## config.mk

```make
export PLATFORM = sky130hd
export DESIGN_NAME = ctf_cordic_cell
export DESIGN_NICKNAME = d
export VERILOG_FILES = /design/src/sv/ctf_pkg.sv /design/src/sv/ctf_cordic_cell.sv
export SDC_FILE = /design/constraint.sdc
export NUM_CORES = 1
export LEC_CHECK = 0
export BUFFER_PORTS_ARGS = -buffer_cell sky130_fd_sc_hd__buf_4
export CELL_PAD_IN_SITES_DETAIL_PLACEMENT = 1
export CELL_PAD_IN_SITES_GLOBAL_PLACEMENT = 1
export CORE_ASPECT_RATIO = 1.75
export CORE_UTILIZATION = 40
export DETAILED_ROUTE_END_ITERATION = 6
export PLACE_DENSITY = 0.91
export SYNTH_ARGS = -nofsm -noshare
export SYNTH_HDL_FRONTEND = slang
export SYNTH_SLANG_ARGS = --single-unit
```

## constraint.sdc

```tcl
create_clock -name aclk -period 4.8 [get_ports aclk]
set_input_delay 0.24 -clock aclk [delete_from_list [all_inputs] [get_ports aclk]]
set_output_delay 0.24 -clock aclk [all_outputs]
set_load 0.005 [all_outputs]
```

## src/sv/ctf_pkg.sv

```systemverilog
// ----------------------------------------------------------------------------
// ctf_pkg
// Shared types, register codes and constants for the complementary tilt filter.
// ----------------------------------------------------------------------------
package ctf_pkg;

    localparam int ANGLE_FRAC_BITS_DEF = 16;
    localparam int CORDIC_STEPS_DEF    = 16;
    localparam int GAIN_FRAC           = 24;
    localparam int CW                  = 27;   // CORDIC x/y width
    localparam int ZW                  = 32;   // CORDIC angle accumulator width
    localparam int RW                  = 24;   // root width
    localparam int NW                  = 48;   // radicand width

    // register indexes
    localparam logic [2:0] REG_OFFSET_GX    = 3'd0;
    localparam logic [2:0] REG_OFFSET_GY    = 3'd1;
    localparam logic [2:0] REG_OFFSET_GZ    = 3'd2;
    localparam logic [2:0] REG_STEP_GAIN_XY = 3'd3;
    localparam logic [2:0] REG_STEP_GAIN_Z  = 3'd4;
    localparam logic [2:0] REG_BLEND_WEIGHT = 3'd5;

    localparam logic [15:0] GAIN_XY_RST = 16'd4197;
    localparam logic [15:0] GAIN_Z_RST  = 16'd3885;
    localparam logic [16:0] BLEND_RST   = 17'd52429;
    localparam logic [16:0] BLEND_ONE   = 17'd65536;

    typedef struct packed {
        logic                 valid;
        logic                 tag;     // 0: tilt x, 1: tilt y
        logic signed [CW-1:0] x;
        logic signed [CW-1:0] y;
        logic signed [ZW-1:0] z;
    } cordic_word_t;

    // atan(2^-i) in degrees, 24 fraction bits
    function automatic logic signed [ZW-1:0] atan_q24(input int idx);
        logic signed [ZW-1:0] v;
        begin
            case (idx)
                0:  v = 32'sd754974720;
                1:  v = 32'sd445687602;
                2:  v = 32'sd235489089;
                3:  v = 32'sd119537938;
                4:  v = 32'sd60000934;
                5:  v = 32'sd30029717;
                6:  v = 32'sd15018523;
                7:  v = 32'sd7509720;
                8:  v = 32'sd3754917;
                9:  v = 32'sd1877466;
                10: v = 32'sd938734;
                11: v = 32'sd469367;
                12: v = 32'sd234684;
                13: v = 32'sd117342;
                14: v = 32'sd58671;
                15: v = 32'sd29335;
                16: v = 32'sd14668;
                17: v = 32'sd7334;
                18: v = 32'sd3667;
                19: v = 32'sd1833;
                20: v = 32'sd917;
                21: v = 32'sd458;
                22: v = 32'sd229;
                23: v = 32'sd115;
                default: v = '0;
            endcase
            return v;
        end
    endfunction

    function automatic logic signed [31:0] sat32(input logic signed [51:0] v);
        logic signed [31:0] r;
        begin
            if (v > 52'sd2147483647)
                r = 32'sh7fffffff;
            else if (v < -52'sd2147483648)
                r = 32'sh80000000;
            else
                r = v[31:0];
            return r;
        end
    endfunction

endpackage

```

## src/sv/ctf_cordic_cell.sv

```systemverilog
// ----------------------------------------------------------------------------
// ctf_cordic_cell
// One vectoring micro-rotation of the CORDIC chain, registered.
// ----------------------------------------------------------------------------
module ctf_cordic_cell #(
    parameter int STEP = 0
) (
    input  logic                  aclk,
    input  logic                  aresetn,
    input  ctf_pkg::cordic_word_t word_in,
    output ctf_pkg::cordic_word_t word_out
);

    ctf_pkg::cordic_word_t word_reg, word_next;
    logic signed [ctf_pkg::CW-1:0] xs, ys;

    always_comb begin
        xs        = word_in.x >>> STEP;
        ys        = word_in.y >>> STEP;
        word_next = word_in;
        if (!word_in.y[ctf_pkg::CW-1]) begin
            word_next.x = word_in.x + ys;
            word_next.y = word_in.y - xs;
            word_next.z = word_in.z + ctf_pkg::atan_q24(STEP);
        end else begin
            word_next.x = word_in.x - ys;
            word_next.y = word_in.y + xs;
            word_next.z = word_in.z - ctf_pkg::atan_q24(STEP);
        end
    end

    always_ff @(posedge aclk) begin
        if (!aresetn) begin
            word_reg <= '0;
        end else begin
            word_reg <= word_next;
        end
    end

    assign word_out = word_reg;

endmodule

```

==> results.py <==
metrics = {
    "finish": {
        "area_growth_pct": 25.3,
        "drive_gt1_share_pct": 19.4,
        "nets": 1257,
        "largest_reg_flops": 87,
        "layout_common_cells": "buf_4, a21oi_1, nor2_1",
        "antennaDiodeCount": 0,
        "layout_commonest_cell": "buf_4",
        "nFillCells": 2192,
    },
    "grt": {
        "grt_max_degree": 72,
        "grt_pass1_vias": 7977,
        "grt_usage_pct": 31.6,
        "grt_pass1_wl_um": 43000,
        "antenna_found_initial": 0,
        "gr-total-overflow": 0,
    },
    "logic_synthesis": {
        "synth_area_sq_um": 7080,
        "syn_inst": 923,
        "synth_fa_ha_area_share_pct": 17.6,
        "synth_compound_area_share_pct": 24.0,
        "syn_avg_cell_area_sq_um": 7.67,
        "synth.top_cell.area_share_pct": 24.6,
        "ys_ff_latch": 87,
        "synth.area.top_cells": "dfxtp_1, ha_1, a21oi_1",
        "synth_fp_nets": 1110,
        "synth_edf_count": 0,
        "synthXorXnorAreaFrac_pct": 5.32,
        "synth-simple-area-share_pct": 18.1,
        "synth_top_family_by_area": "compound AO/OA/AOI/OAI gates",
        "async_reset_ff_share_pct": 0,
        "synth.distinct_cells": 60,
        "muxShareOfSynthArea_pct": 3.25,
        "yosysWarnings": 0,
        "yosysTopAreaCell": "dfxtp_1",
        "yosysSeqAreaShare_pct": 24.6,
        "synthFlopType": "dfxtp_1",
    },
    "detailed_routing": {
        "antenna_left": 0,
        "post_drt_via_cell_ratio": 5.91,
        "wire_per_inst_um": 22.1,
        "route.detailed.drc": 0,
        "drt_first_pass_iters": 6,
        "drtIter0Drc": 424,
        "vias": 7710,
        "wl_um": 28800,
    },
    "floorplanning": {
        "die_h_um": 178,
        "core_area_sq_um": 17400,
        "initial_core_util_pct": 40.7,
        "num_io_pins": 178,
        "die_width_um": 103,
        "rows": 64,
        "die_area_sq_um": 18200,
    },
    "sta": {
        "worst_pin_slew_ps": 828,
        "hold_violations": 0,
        "max_freq_mhz": 303,
        "min_period_ps": 3300,
        "period_share_pct": 68.7,
        "rsz0062_at_grt": "no",
        "relSlewSlack_pct": 44.1,
        "setup_viol": 0,
        "tns_ps": 0,
        "finalMaxSlewViolations": 0,
    },
    "clock_tree": {
        "post-cts-setup-buffers": 0,
        "numCtsBuffers": 9,
        "cts_max_path_buffers": 2,
        "cts_htree_levels": 3,
        "post_cts_resized": 0,
        "cts_tree": "built",
        "cts_num_sinks": 87,
        "clk_pin_slew_ps": 80,
        "clockRootBuffer": "clkbuf_16",
        "hold_buffers": 0,
    },
    "worst_hold_path": {
        "worstHoldPathType": "in -> reg",
        "whs_path_depth": 2,
        "hold_start": "word_in[24]",
        "holdPathEnd": "word_out[24]",
    },
    "placed_design": {
        "dp_hpwl_um": 21500,
        "gp_congestion": 0.959,
        "io_buffers": 177,
    },
    "worst_setup_path": {
        "start_kind": "input pin",
        "end_kind": "flip-flop",
        "arrival_ps": 3530,
        "cp_max_fo": 4,
        "required_ps": 5030,
        "crit_type": "in -> reg",
    },
    "power": {
        "power.leakage_uw": 0.00431,
        "power_density_nw_per_um2": 296,
        "peakVddDrop_v": 0.000214,
        "power_uw": 2620,
    },
    "run_status": {
        "outcome": "completed",
    },
    "run": {
        "drv_cap": 0,
    },
}
[stage by stage]
stage,cell area (sq um),worst slack (ps),hold slack (ps),instances,utilization (%)
2_1_floorplan,7080,2190,312,923,-
3_3_place_gp,8540,1470,421,1290,49.2
3_5_place_dp,8540,1310,425,1290,49.2
4_1_cts,8860,1620,49.6,1305,51.0
5_1_grt,8860,1300,56.3,1305,51.0
6_report,8860,1500,54.6,1305,51.0
[critical path: stages]
cell,delay [ps]
buf_4,100
ha_1,190
inv_1,70
fa_1,440
o21bai_1,200
a21oi_1,200
o21ai_2,230
a31oi_1,160
o41ai_1,600
a21oi_1,140
o21ai_0,490
o311ai_0,280
mux2i_1,190
[layout make-up]
class / instances / area (sq um) / area share [%]
Timing Repair Buffer: 181 / 1360 / 15.3
Multi-Input combinational cell: 704 / 4830 / 54.5
Inverter: 87 / 327 / 3.68
Clock inverter: 6 / 93.8 / 1.06
Sequential cell: 87 / 1740 / 19.7
Clock buffer: 9 / 225 / 2.54
Tap cell: 231 / 289 / 3.26
[cell families (layout without fill, tap and decap cells)]
group,Yosys count,in the layout
AO/OA/AOI/OAI,271,271
XOR/XNOR,43,43
adder cells (fa/ha/maj),97,97
buffers and inverters,132,283
flip-flops,87,87
multiplexers,23,23
AND/OR/NAND/NOR,270,270
[power by group]
part / internal (uW) / switching [uW] / total (uW)
combinational: 405 / 570 / 975
clock: 460 / 348 / 808
sequential: 805 / 32.6 / 838
[layer usage]
metal	routed length, um	global-route usage, %	up-vias
li1	-	-	3451
met1	9640	30.4	3699
met2	15100	56.3	394
met3	1680	6.81	166
met4	2450	25.6	0
met5	0	0	-
[synthesized netlist by cell type (all sizes together) (2+ instances only)]
master / number
a21oi: 97
nor2: 96
ha: 93
dfxtp: 87
inv: 85
o21ai: 59
nand2: 51
xnor2: 37
clkbuf: 33
and2: 29
nor3: 25
mux2i: 23
a21o: 22
o21bai: 18
a211oi: 14
nand3: 14
a31oi: 12
buf: 12
nor2b: 11
nand2b: 10
or3: 10
nand4: 6
o211ai: 6
xor2: 6
o41ai: 5
or2: 5
a21boi: 4
and3: 4
fa: 4
nor3b: 4
o21a: 4
a211o: 3
nor4: 3
o311ai: 3
o31ai: 3
o32ai: 3
a2111oi: 2
a221oi: 2
a2bb2oi: 2
clkinv: 2
o22ai: 2
o31a: 2
[worst max path at each step]
stage | startpoint | end | cells after the start
after floorplan | word_in[38] | word_out[84] | 11
after global placement | word_in[39] | word_out[84] | 12
after detailed placement | word_in[34] | word_out[57] | 12
after CTS | word_in[34] | word_out[57] | 12
after global routing | word_in[34] | word_out[57] | 12
final | word_in[32] | word_out[81] | 13
(Power assumes the default switching activity.)
