## src/sv/ctf_pkg.sv

```systemverilog
// ----------------------------------------------------------------------------
// ctf_pkg
// Shared types, register codes and constants for the complementary tilt filter.
// ----------------------------------------------------------------------------
package ctf_pkg;

    localparam int ANGLE_FRAC_BITS_DEF = 16;
    localparam int CORDIC_STEPS_DEF    = 16;
    localparam int GAIN_FRAC           = 24;
    localparam int CW                  = 27;   // CORDIC x/y width
    localparam int ZW                  = 32;   // CORDIC angle accumulator width
    localparam int RW                  = 24;   // root width
    localparam int NW                  = 48;   // radicand width

    // register indexes
    localparam logic [2:0] REG_OFFSET_GX    = 3'd0;
    localparam logic [2:0] REG_OFFSET_GY    = 3'd1;
    localparam logic [2:0] REG_OFFSET_GZ    = 3'd2;
    localparam logic [2:0] REG_STEP_GAIN_XY = 3'd3;
    localparam logic [2:0] REG_STEP_GAIN_Z  = 3'd4;
    localparam logic [2:0] REG_BLEND_WEIGHT = 3'd5;

    localparam logic [15:0] GAIN_XY_RST = 16'd4197;
    localparam logic [15:0] GAIN_Z_RST  = 16'd3885;
    localparam logic [16:0] BLEND_RST   = 17'd52429;
    localparam logic [16:0] BLEND_ONE   = 17'd65536;

    typedef struct packed {
        logic                 valid;
        logic                 tag;     // 0: tilt x, 1: tilt y
        logic signed [CW-1:0] x;
        logic signed [CW-1:0] y;
        logic signed [ZW-1:0] z;
    } cordic_word_t;

    // atan(2^-i) in degrees, 24 fraction bits
    function automatic logic signed [ZW-1:0] atan_q24(input int idx);
        logic signed [ZW-1:0] v;
        begin
            case (idx)
                0:  v = 32'sd754974720;
                1:  v = 32'sd445687602;
                2:  v = 32'sd235489089;
                3:  v = 32'sd119537938;
                4:  v = 32'sd60000934;
                5:  v = 32'sd30029717;
                6:  v = 32'sd15018523;
                7:  v = 32'sd7509720;
                8:  v = 32'sd3754917;
                9:  v = 32'sd1877466;
                10: v = 32'sd938734;
                11: v = 32'sd469367;
                12: v = 32'sd234684;
                13: v = 32'sd117342;
                14: v = 32'sd58671;
                15: v = 32'sd29335;
                16: v = 32'sd14668;
                17: v = 32'sd7334;
                18: v = 32'sd3667;
                19: v = 32'sd1833;
                20: v = 32'sd917;
                21: v = 32'sd458;
                22: v = 32'sd229;
                23: v = 32'sd115;
                default: v = '0;
            endcase
            return v;
        end
    endfunction

    function automatic logic signed [31:0] sat32(input logic signed [51:0] v);
        logic signed [31:0] r;
        begin
            if (v > 52'sd2147483647)
                r = 32'sh7fffffff;
            else if (v < -52'sd2147483648)
                r = 32'sh80000000;
            else
                r = v[31:0];
            return r;
        end
    endfunction

endpackage

```

## src/sv/ctf_sqrt.sv

```systemverilog
// ----------------------------------------------------------------------------
// ctf_sqrt
// Bit-serial integer square root, one result bit per cycle.
// ----------------------------------------------------------------------------
module ctf_sqrt (
    input  logic                     aclk,
    input  logic                     aresetn,
    input  logic                     start,
    input  logic [ctf_pkg::NW-1:0]   radicand,
    output logic                     done,
    output logic [ctf_pkg::RW-1:0]   root
);

    logic [ctf_pkg::NW-1:0] rem_reg, rem_next;
    logic [ctf_pkg::NW-1:0] res_reg, res_next;
    logic [ctf_pkg::NW-1:0] bit_reg, bit_next;
    logic                   busy_reg, busy_next;
    logic                   done_reg, done_next;
    logic [ctf_pkg::NW-1:0] trial;

    always_comb begin
        trial     = res_reg + bit_reg;
        rem_next  = rem_reg;
        res_next  = res_reg;
        bit_next  = bit_reg;
        busy_next = busy_reg;
        done_next = 1'b0;
        if (start) begin
            rem_next  = radicand;
            res_next  = '0;
            bit_next  = ctf_pkg::NW'(1) << (ctf_pkg::NW - 2);
            busy_next = 1'b1;
        end else if (busy_reg) begin
            if (rem_reg >= trial) begin
                rem_next = rem_reg - trial;
                res_next = (res_reg >> 1) + bit_reg;
            end else begin
                res_next = res_reg >> 1;
            end
            bit_next = bit_reg >> 2;
            if (bit_reg[0]) begin
                busy_next = 1'b0;
                done_next = 1'b1;
            end
        end
    end

    always_ff @(posedge aclk) begin
        if (!aresetn) begin
            busy_reg <= 1'b0;
            done_reg <= 1'b0;
        end else begin
            busy_reg <= busy_next;
            done_reg <= done_next;
        end
        rem_reg <= rem_next;
        res_reg <= res_next;
        bit_reg <= bit_next;
    end

    assign done = done_reg;
    assign root = res_reg[ctf_pkg::RW-1:0];

endmodule

```

## config.mk

```make
export PLATFORM = sky130hd
export DESIGN_NAME = ctf_sqrt
export DESIGN_NICKNAME = d
export VERILOG_FILES = /design/src/sv/ctf_pkg.sv /design/src/sv/ctf_sqrt.sv
export SDC_FILE = /design/constraint.sdc
export NUM_CORES = 1
export LEC_CHECK = 0
export ABC_AREA = 0
export BUFFER_PORTS_ARGS = -buffer_cell sky130_fd_sc_hd__buf_2
export CAP_MARGIN = 30
export CORE_MARGIN = 2
export CORE_UTILIZATION = 55
export DETAILED_ROUTE_END_ITERATION = 8
export HOLD_SLACK_MARGIN = 0.12
export PLACE_DENSITY = 0.76
export SYNTH_ARGS = -nofsm -noshare
export SYNTH_HDL_FRONTEND = slang
export SYNTH_SLANG_ARGS = --single-unit
```

## constraint.sdc

```tcl
create_clock -name aclk -period 6.7 [get_ports aclk]
set_clock_uncertainty 0.05 [all_clocks]
set_input_delay 1.34 -clock aclk [delete_from_list [all_inputs] [get_ports aclk]]
set_output_delay 1.34 -clock aclk [all_outputs]
set_load 0.01 [all_outputs]
```

==> summary.txt, run 1 <==
Timing
  • TNS Setup: 0 ps
  • Final Setup Violations: 0
  • Final hold violations: 0
  • Fin crit period: 5916 ps
  • RSZ-0062 raised after global routing: false
  • Period utilization: 88.29%
  • WHS: 459.7 ps
  • Fmax: 0.1690 GHz
  • Slew HR: 45.21%
  • Slew Limit Fails: 0
  • Slew of the pin with the lowest slew margin: 821.9 ps

Synthesis
  • Yosys reg bits: 122
  • Syn_nets: 1546
  • YS warnings: 0
  • Post-synthesis cell count: 1396
  • Yosys top cell by area: dfxtp_1
  • Synth cell count leaders: nand2_1 (162), nor2_1 (128), ha_1 (98)
  • Sequential share of the synthesized area: 26.26%
  • Fraction of registers with async set/reset: 0%
  • Largest cells by area after synthesis: dfxtp_1 (13%), edfxtp_1 (13%), ha_1 (11%)
  • Syn Area/Cell: 7.972 µm²
  • Synth top area share: 13.31%
  • Netlist cell types: 81
  • Number of flops mapped to enable cells by yosys: 48
  • Ys flop type: dfxtp_1
  • Cell with the most instances after synthesis: nand2_1
  • Mapped Area: 11130 µm²

Placed design
  • Routability cong.: 0.9624
  • Post-DP HPWL: 22.63 mm
  • Port bufs: 75

Min path
  • Min-delay src: bit_reg[0]
  • Hold Crit Class: flop to flop

Flow run
  • Max-cap viol count: 0

Route
  • Vias/cell: 6.276
  • ANT nets after route: 0
  • Residual DRC: 0
  • Iter 0 DRT Violations: 802
  • Wire per inst: 18.38 µm
  • Total wire length: 30.95 mm
  • DR pass1 iterations: 5
  • Via count: 10569

Clocking
  • Sink Count: 122
  • Number of buffers created by CTS: 17
  • Worst-Skew Late Latency: 430 ps
  • Clock transition at path regs: 60 ps
  • Post-CTS sizing: 0
  • H-tree lvl count: 4
  • CTS Hold Bufs: 0
  • CTS tree: done
  • CTS root buf: clkbuf_16
  • Post-CTS Setup Repair Bufs: 0
  • Clk buf depth: 2

GRT
  • Pin count of the biggest net entering global routing: 94
  • Global Route Usage Sum: 29.15%
  • GR Overflow Total: 0
  • First-pass GRT wire length: 50.85 mm
  • Vias in the first global route: 10217
  • Initial antenna violation count: 0

Critical path
  • Setup CP Type: flop to flop
  • Critical R2R Launch: res_reg[2]
  • Critical path arrival: 5930 ps
  • Crit path launch type: flop
  • Critical path cell sequence: ha_1, nand3_1, a221oi_1, a211oi_1, buf_4, o21ba_2, nor2_1, nor2_1, o21bai_1, a21oi_1, xor2_1, ha_1, nand4_1, or3_1, nor2_1, nand4_1, o211a_2, a211oi_4, nor2_2, buf_4, o21ai_4, buf_4
  • Crit path launch: res_reg[2]
  • Critical path capture point type: flop
  • Critical path fanouts, max: 48
  • Crit-path slowest cell: a221oi_1
  • Worst EP required: 6710 ps
  • CP max stage delay: 630 ps

Floorplanning
  • Die H: 146.3 µm
  • Core ar.: 20040 µm²
  • Die area: 21390 µm²
  • Placement Rows: 52
  • Chip width: 146.3 µm
  • Starting Density: 55.54%
  • IO Pins: 76

Final layout
  • # diodes: 0
  • Final core utilization: 60.28%
  • Fillers: 1875
  • Area Growth Syn to Fin: 8.544%
  • Share of cells above drive strength 1: 10.11%
  • Nets: 1552

Pwr
  • Pwr dens: 400.8 nW/µm²
  • Pleak: 0.004789 µW
  • Max IR drop VDD: 0.2232 mV

Outcome
  • Status: finished, final reports clean
==> area by class of cell <==
type	instances	area (µm²)	share of cell area (%)
Sequential cell	122	2927	24.23
Multi-Input combinational cell	1140	7594	62.86
Tap cell	270	337.8	2.796
Inverter	37	138.9	1.150
Clock buffer	24	566.8	4.692
Timing Repair Buffer	84	445.4	3.687
Clock inverter	7	71.32	0.5904
==> cells in the final DEF (no fill, tap or decap), types with 11 or more instances in the layout <==
| cell type | n |
|---|---|
| nand2_1 | 162 |
| nand4_1 | 19 |
| o211ai_1 | 12 |
| or3_1 | 13 |
| a211oi_1 | 32 |
| nand3_1 | 24 |
| mux2i_1 | 37 |
| a31oi_1 | 43 |
| a221oi_1 | 11 |
| a21oi_1 | 78 |
| clkbuf_16 | 21 |
| xor2_1 | 63 |
| edfxtp_1 | 48 |
| o31ai_1 | 12 |
| a21o_1 | 21 |
| and2_1 | 16 |
| and3_1 | 12 |
| ha_1 | 98 |
| nor2_1 | 127 |
| o21ai_0 | 87 |
| xnor2_1 | 49 |
| inv_1 | 36 |
| o21bai_1 | 23 |
| dfxtp_1 | 73 |
| buf_2 | 74 |
| o21ai_1 | 46 |
| nand2b_1 | 13 |
| nor3_1 | 19 |
| nor2b_1 | 14 |
| a311oi_1 | 12 |
==> critical path: cells and delay by family (launching register included) <==
family                     cells  cell delay (ps)
AOI/OAI and AO/OA              8             1950
xor gates and xnor gates       1              150
adders and majority gates      2              810
buffers and inverters          3             1030
DFF                            1              370
and+or+nand+nor                8             1150
==> power breakdown <==
group	switching [µW]	internal [µW]	total, µW
registers	155	1020	1180
logic	1630	1050	2670
clock network	362	628	989
total	2140	2700	4840
==> metal layers <==
| layer | share of wire [%] | vias up | track usage, % |
|---|---|---|---|
| met5 | 0 | - | 0 |
| met4 | 4.7 | 0 | 15.29 |
| met3 | 5.6 | 108 | 5.250 |
| met2 | 46 | 390 | 48.18 |
| met1 | 43 | 4924 | 36.41 |
| li1 | - | 5147 | - |
==> through the flow <==
step	setup slack [ps]	power [µW]	std cells	instance area, µm²
2_1_floorplan	801.0	3231	1396	11130
3_3_place_gp	1064	3771	1653	11440
3_5_place_dp	889.3	3805	1653	11440
4_1_cts	830.2	4818	1684	12080
5_1_grt	348.8	5189	1684	12080
6_report	784.4	4842	1684	12080
==> worst paths after layout <==
path,depth (start not counted),slack (ps),to
hold / removal,2,460,done
setup reg to reg,22,780,rem_reg[13]
setup / recovery,22,780,rem_reg[13]
hold reg to reg,2,460,done
==> cell families after synthesis <==
family	after synthesis	share of synthesized area, %
AND/OR/NAND/NOR	431	17.38
adder cells (fa/ha/maj)	99	11.20
flip-flops	122	26.26
multiplexers	42	3.834
AO/OA/AOI/OAI	456	26.81
XOR/XNOR	112	8.814
buffers and inverters	134	5.700
(Power assumes the default switching activity.)
==> run 2: changes to the inputs <==
--- a/config.mk
+++ b/config.mk
@@ -12,7 +12,7 @@
 export CORE_UTILIZATION = 55
 export DETAILED_ROUTE_END_ITERATION = 8
 export HOLD_SLACK_MARGIN = 0.12
-export PLACE_DENSITY = 0.76
+export PLACE_DENSITY = 0.74
 export SYNTH_ARGS = -nofsm -noshare
 export SYNTH_HDL_FRONTEND = slang
 export SYNTH_SLANG_ARGS = --single-unit
==> constraint.sdc (replaced) <==
create_clock -name aclk -period 5.5 [get_ports aclk]
set_clock_uncertainty 0.05 [all_clocks]
set_input_delay 1.1 -clock aclk [delete_from_list [all_inputs] [get_ports aclk]]
set_output_delay 1.1 -clock aclk [all_outputs]
set_load 0.01 [all_outputs]
==> summary.txt, run 2 (synthesis gave the netlist of run 1 again) <==
Outcome
  • Status: finished, final reports clean (unchanged)

GRT
  • Initial antenna violation count: 0 (unchanged)
  • First-pass GRT wire length: 49.56 mm (was 50.85 mm)
  • GR Overflow Total: 0 (unchanged)
  • Pin count of the biggest net entering global routing: 94 (unchanged)
  • Global Route Usage Sum: 28.51% (was 29.15%)
  • Vias in the first global route: 9887 (was 10217)

Timing
  • Slew Limit Fails: 0 (unchanged)
  • Slew of the pin with the lowest slew margin: 883.4 ps (was 821.9 ps)
  • WHS: 468.7 ps (was 459.7 ps)
  • Period utilization: 96.07% (was 88.29%)
  • Slew HR: 41.10% (was 45.21%)
  • TNS Setup: 0 ps (unchanged)
  • Final Setup Violations: 0 (unchanged)
  • Final hold violations: 0 (unchanged)
  • Final WS setup: 216.2 ps (was 784.4 ps)
  • Fmax: 0.1893 GHz (was 0.1690 GHz)
  • Fin crit period: 5284 ps (was 5916 ps)

Pwr
  • Pleak: 0.004869 µW (was 0.004789 µW)
  • NetSw: 2631 µW (was 2142 µW)
  • Clock share of power: 19.1% (was 20.4%)
  • Sequential share of power: 24.0% (was 24.3%)
  • Internal: 3289 µW (was 2700 µW)
  • Combinational share of power: 56.9% (was 55.2%)
  • Sw Share: 44.44% (was 44.24%)
  • Max IR drop VDD: 0.4207 mV (was 0.2232 mV)
  • Pwr dens: 483.4 nW/µm² (was 400.8 nW/µm²)

Floorplanning
  • Die H: 146.3 µm (unchanged)
  • Chip width: 146.3 µm (unchanged)
  • Die area: 21390 µm² (unchanged)
  • Placement Rows: 52 (unchanged)
  • IO Pins: 76 (unchanged)
  • Core ar.: 20040 µm² (unchanged)
  • Starting Density: 55.54% (unchanged)

Final layout
  • Share of cells above drive strength 1: 11.48% (was 10.11%)
  • Fillers: 1822 (was 1875)
  • # diodes: 0 (unchanged)
  • Area Growth Syn to Fin: 10.04% (was 8.544%)
  • Footprint of the multi-input gates: 7634 µm² (was 7594 µm²)
  • Register area: 2927 µm² (unchanged)
  • Nets: 1567 (was 1552)
  • Final Instance Count excl. Fillers: 1699 (was 1684)
  • Most frequent cells in the layout: nand2_1 (162), nor2_1 (127), ha_1 (96) (was nand2_1 (162), nor2_1 (127), ha_1 (98))
  • Most common cell after layout, fill and taps aside: nand2_1 (unchanged)

Min path
  • Hold Crit Class: flop to flop (unchanged)

Clocking
  • Number of buffers created by CTS: 17 (unchanged)
  • Worst-Skew Late Latency: 440 ps (was 430 ps)
  • CTS root buf: clkbuf_16 (unchanged)
  • Sink Count: 122 (unchanged)
  • Post-CTS Setup Repair Bufs: 0 (unchanged)
  • CTS tree: done (unchanged)
  • Clk buf depth: 2 (unchanged)
  • CTS Hold Bufs: 0 (unchanged)
  • Clock transition at path regs: 60 ps (about the same)
  • Post-CTS sizing: 0 (unchanged)
  • H-tree lvl count: 4 (unchanged)

Critical path
  • Critical path arrival: 5370 ps (was 5930 ps)
  • Setup CP Type: flop to flop (unchanged)
  • Critical path fanouts, max: 29 (was 48)
  • Critical path capture point type: flop (unchanged)
  • Crit path launch type: flop (unchanged)
  • Worst EP required: 5580 ps (was 6710 ps)

Route
  • Residual DRC: 0 (unchanged)
  • Via count: 10672 (was 10569)
  • Iter 0 DRT Violations: 754 (was 802)
  • Wire per inst: 18.32 µm (was 18.38 µm)
  • Vias/cell: 6.281 (was 6.276)
  • Total wire length: 31.13 mm (was 30.95 mm)
  • ANT nets after route: 0 (unchanged)
  • DR pass1 iterations: 7 (was 5)

Flow run
  • Max-cap viol count: 0 (unchanged)

Placed design
  • Placed cells: 1667 (was 1653)
  • Routability cong.: 0.9665 (was 0.9624)
  • Post-DP HPWL: 22.56 mm (was 22.63 mm)
  • Port bufs: 75 (unchanged)
  • Worst slack, placed: 222.8 ps (was 889.3 ps)
[run 2: layer usage]
metal	global-route usage [%]	share of wire (%)	vias up
met1	36.45	43	4966
met5	0	0	-
li1	-	-	5174
met3	4.625	6.1	89
met4	12.57	4.0	0
met2	47.67	47	443
[run 2: critical path, cell delays in order (launching register included)]
cell and delay [ps]:
dfxtp_1 330, ha_1 240, ha_1 210, a21o_1 190, a31o_2 270, a21oi_2 210
o21a_1 210, o21bai_1 120, a31oi_2 280, o21bai_2 120, nor2_1 110, a311oi_1 60
ha_1 420, nand4_1 150, or3_1 390, nor2_1 170, nand4_1 150, o211a_2 200
a211oi_4 340, nor2_2 80, buf_12 180, o21ai_4 230, clkbuf_16 270
[run 2: layout make-up]
| class | count | share of cell area (%) |
|---|---|---|
| Inverter | 37 | 1.134 |
| Multi-Input combinational cell | 1140 | 62.33 |
| Tap cell | 270 | 2.758 |
| Clock buffer | 24 | 4.454 |
| Clock inverter | 7 | 0.3882 |
| Timing Repair Buffer | 99 | 5.037 |
| Sequential cell | 122 | 23.90 |
[run 2: power by group through the flow]
stage / combinational, µW / sequential (µW) / clock, µW
floorplan: 2580 / 1360 / 0
global route: 3700 / 1440 / 1180
detailed placement: 3260 / 1430 / 0
finish: 3370 / 1420 / 1130
CTS: 3290 / 1420 / 1140
global placement: 3210 / 1430 / 0
[run 2: path summary, 6_finish.rpt]
path | slack (ps) | cells past startpoint | endpoint | startpoint
max | 220 | 22 | rem_reg[24] | res_reg[0]
min | 470 | 1 | bit_reg[46] | bit_reg[46]
max reg2reg | 220 | 22 | rem_reg[24] | res_reg[0]
min reg2reg | 470 | 1 | bit_reg[46] | bit_reg[46]
[run 2: through the flow]
step	power (µW)	utilization (%)	instance area, µm²
5_1_grt	6325	61.11	12250
4_1_cts	5847	60.77	12180
3_5_place_dp	4687	57.81	11580
2_1_floorplan	3938	-	11140
3_3_place_gp	4643	57.81	11580
6_report	5919	61.11	12250
==> run 3: changes to the inputs <==
--- a/config.mk
+++ b/config.mk
@@ -13,6 +13,7 @@
 export DETAILED_ROUTE_END_ITERATION = 8
 export HOLD_SLACK_MARGIN = 0.12
 export PLACE_DENSITY = 0.74
+export RECOVER_POWER = 50
 export SYNTH_ARGS = -nofsm -noshare
 export SYNTH_HDL_FRONTEND = slang
 export SYNTH_SLANG_ARGS = --single-unit
==> summary.txt, run 3 (synthesis gave the netlist of run 1 again) <==
Flow run
  • Max-cap viol count: 0 (unchanged)

Timing
  • Slew HR: 24.74% (was 41.10%)
  • Final hold violations: 0 (unchanged)
  • Slew of the pin with the lowest slew margin: 1127 ps (was 883.4 ps)
  • WHS: 467.2 ps (was 468.7 ps)
  • Fmax: 0.1888 GHz (was 0.1893 GHz)
  • Slew Limit Fails: 0 (unchanged)
  • Period utilization: 96.30% (was 96.07%)
  • Fin crit period: 5296 ps (was 5284 ps)
  • Final Setup Violations: 0 (unchanged)

Placed design
  • Port bufs: 75 (unchanged)
  • Placed cells: 1667 (unchanged)
  • Post-DP HPWL: 22.56 mm (unchanged)
  • Routability cong.: 0.9665 (unchanged)

Clocking
  • Sink Count: 122 (unchanged)
  • Number of buffers created by CTS: 17 (unchanged)
  • Clk buf depth: 2 (unchanged)
  • Post-CTS sizing: 0 (unchanged)
  • Worst-Skew Late Latency: 440 ps (about the same)
  • CTS root buf: clkbuf_16 (unchanged)
  • Clock transition at path regs: 60 ps (about the same)
  • CTS Hold Bufs: 0 (unchanged)
  • CTS tree: done (unchanged)
  • H-tree lvl count: 4 (unchanged)
  • Post-CTS Setup Repair Bufs: 0 (unchanged)

Final layout
  • Fillers: 1838 (was 1822)
  • Final Instance Count excl. Fillers: 1699 (unchanged)
  • # diodes: 0 (unchanged)
  • Final core utilization: 60.84% (was 61.11%)
  • Most common cell after layout, fill and taps aside: nand2_1 (unchanged)
  • Nets: 1567 (unchanged)
  • Most frequent cells in the layout: nand2_1 (162), nor2_1 (127), ha_1 (96) (unchanged)
  • Area Growth Syn to Fin: 9.545% (was 10.04%)
  • Share of cells above drive strength 1: 9.657% (was 11.48%)

Route
  • ANT nets after route: 0 (unchanged)
  • Residual DRC: 0 (unchanged)
  • Via count: 10709 (was 10672)
  • Total wire length: 31.19 mm (was 31.13 mm)
  • Vias/cell: 6.303 (was 6.281)
  • DR pass1 iterations: 5 (was 7)
  • Wire per inst: 18.36 µm (was 18.32 µm)
  • Iter 0 DRT Violations: 823 (was 754)

Critical path
  • Reg2Reg Depth: 22 (unchanged)
  • Cell mode on critical path: ha_1 (unchanged)
  • Crit-path slowest cell: ha_1 (unchanged)
  • Critical path fanouts, max: 29 (unchanged)
  • Worst Path Buf+Inv: 2 (unchanged)
  • CP max stage delay: 420 ps (about the same)
  • WP depth: 22 (unchanged)
  • CP top delay family: compound AO/OA/AOI/OAI gates (unchanged)
  • Critical path cell sequence: ha_1, ha_1, a21o_1, a31o_2, a21oi_2, o21a_1, o21bai_1, a31oi_2, o21bai_2, nor2_1, a311oi_1, ha_1, nand4_1, or3_1, nor2_1, nand4_1, o211a_2, a211oi_4, nor2_2, buf_12, o21ai_4, clkbuf_16 (unchanged)
  • Crit path launch type: flop (unchanged)
  • Worst EP required: 5580 ps (about the same)
  • Critical path arrival: 5380 ps (was 5370 ps)
  • Critical path capture point type: flop (unchanged)
  • Setup CP Type: flop to flop (unchanged)

Pwr
  • Combinational share of power: 56.8% (was 56.9%)
  • Max IR drop VDD: 0.4195 mV (was 0.4207 mV)
  • Clock share of power: 19.2% (was 19.1%)
  • Sequential share of power: 24.1% (was 24.0%)
  • Internal: 3277 µW (was 3289 µW)
  • Sw Share: 44.52% (was 44.44%)
  • Overall power: 5907 µW (was 5919 µW)
  • NetSw: 2630 µW (was 2631 µW)
  • Pleak: 0.004766 µW (was 0.004869 µW)
  • Pwr dens: 484.5 nW/µm² (was 483.4 nW/µm²)

GRT
  • Initial antenna violation count: 0 (unchanged)
  • GR Overflow Total: 0 (unchanged)
  • Pin count of the biggest net entering global routing: 94 (unchanged)
  • First-pass GRT wire length: 49.56 mm (unchanged)
  • Global Route Usage Sum: 28.51% (unchanged)
  • Vias in the first global route: 9887 (unchanged)

Floorplanning
  • IO Pins: 76 (unchanged)
  • Chip width: 146.3 µm (unchanged)
  • Starting Density: 55.54% (unchanged)
  • Core ar.: 20040 µm² (unchanged)
  • Placement Rows: 52 (unchanged)
  • Die area: 21390 µm² (unchanged)
  • Die H: 146.3 µm (unchanged)

Outcome
  • Status: finished, final reports clean (unchanged)

Min path
  • Min-Delay Path Depth: 1 (unchanged)
  • Hold Crit Class: flop to flop (unchanged)
==> run 3: layer usage <==
layer	track usage [%]	wire length [µm]	up-vias
met5	0	0	-
met4	12.57	1264	0
met3	4.625	2054	86
met2	47.67	14650	478
met1	36.45	13220	4973
li1	-	-	5172
==> run 3: area by class of cell <==
cell class              count  area (µm²)  share of cell area (%)
multi-input cells        1140        7634                   62.61
flip-flops and latches    122        2923                   23.97
clock buffers              24       545.5                   4.475
repair buffers             99       565.5                   4.639
well taps                 270       337.8                   2.771
inverters                  37       138.9                   1.139
clock inverters             7       47.55                  0.3900
==> run 3: power groups by stage <==
| stage | clock network, µW | registers (µW) | logic (µW) |
|---|---|---|---|
| 5_1_grt | 1180 | 1440 | 3690 |
| 4_1_cts | 1140 | 1420 | 3290 |
| 2_1_floorplan | 0 | 1360 | 2580 |
| 3_3_place_gp | 0 | 1430 | 3210 |
| 3_5_place_dp | 0 | 1430 | 3260 |
| 6_report | 1130 | 1420 | 3360 |
==> run 3: metrics by stage <==
step	area (µm²)	setup slack [ps]	TNS (ps)
floorplan	11140	69.56	0
global placement	11580	316.7	0
detailed placement	11580	222.8	0
CTS	12180	183.4	0
global route	12190	-27.92	-732.3
finish	12190	203.7	0
==> run 3: path summary, 6_finish.rpt <==
check | start | endpoint | slack, ps
min reg2reg | bit_reg[46] | bit_reg[46] | 470
min | bit_reg[46] | bit_reg[46] | 470
max | res_reg[0] | rem_reg[24] | 200
max reg2reg | res_reg[0] | rem_reg[24] | 200
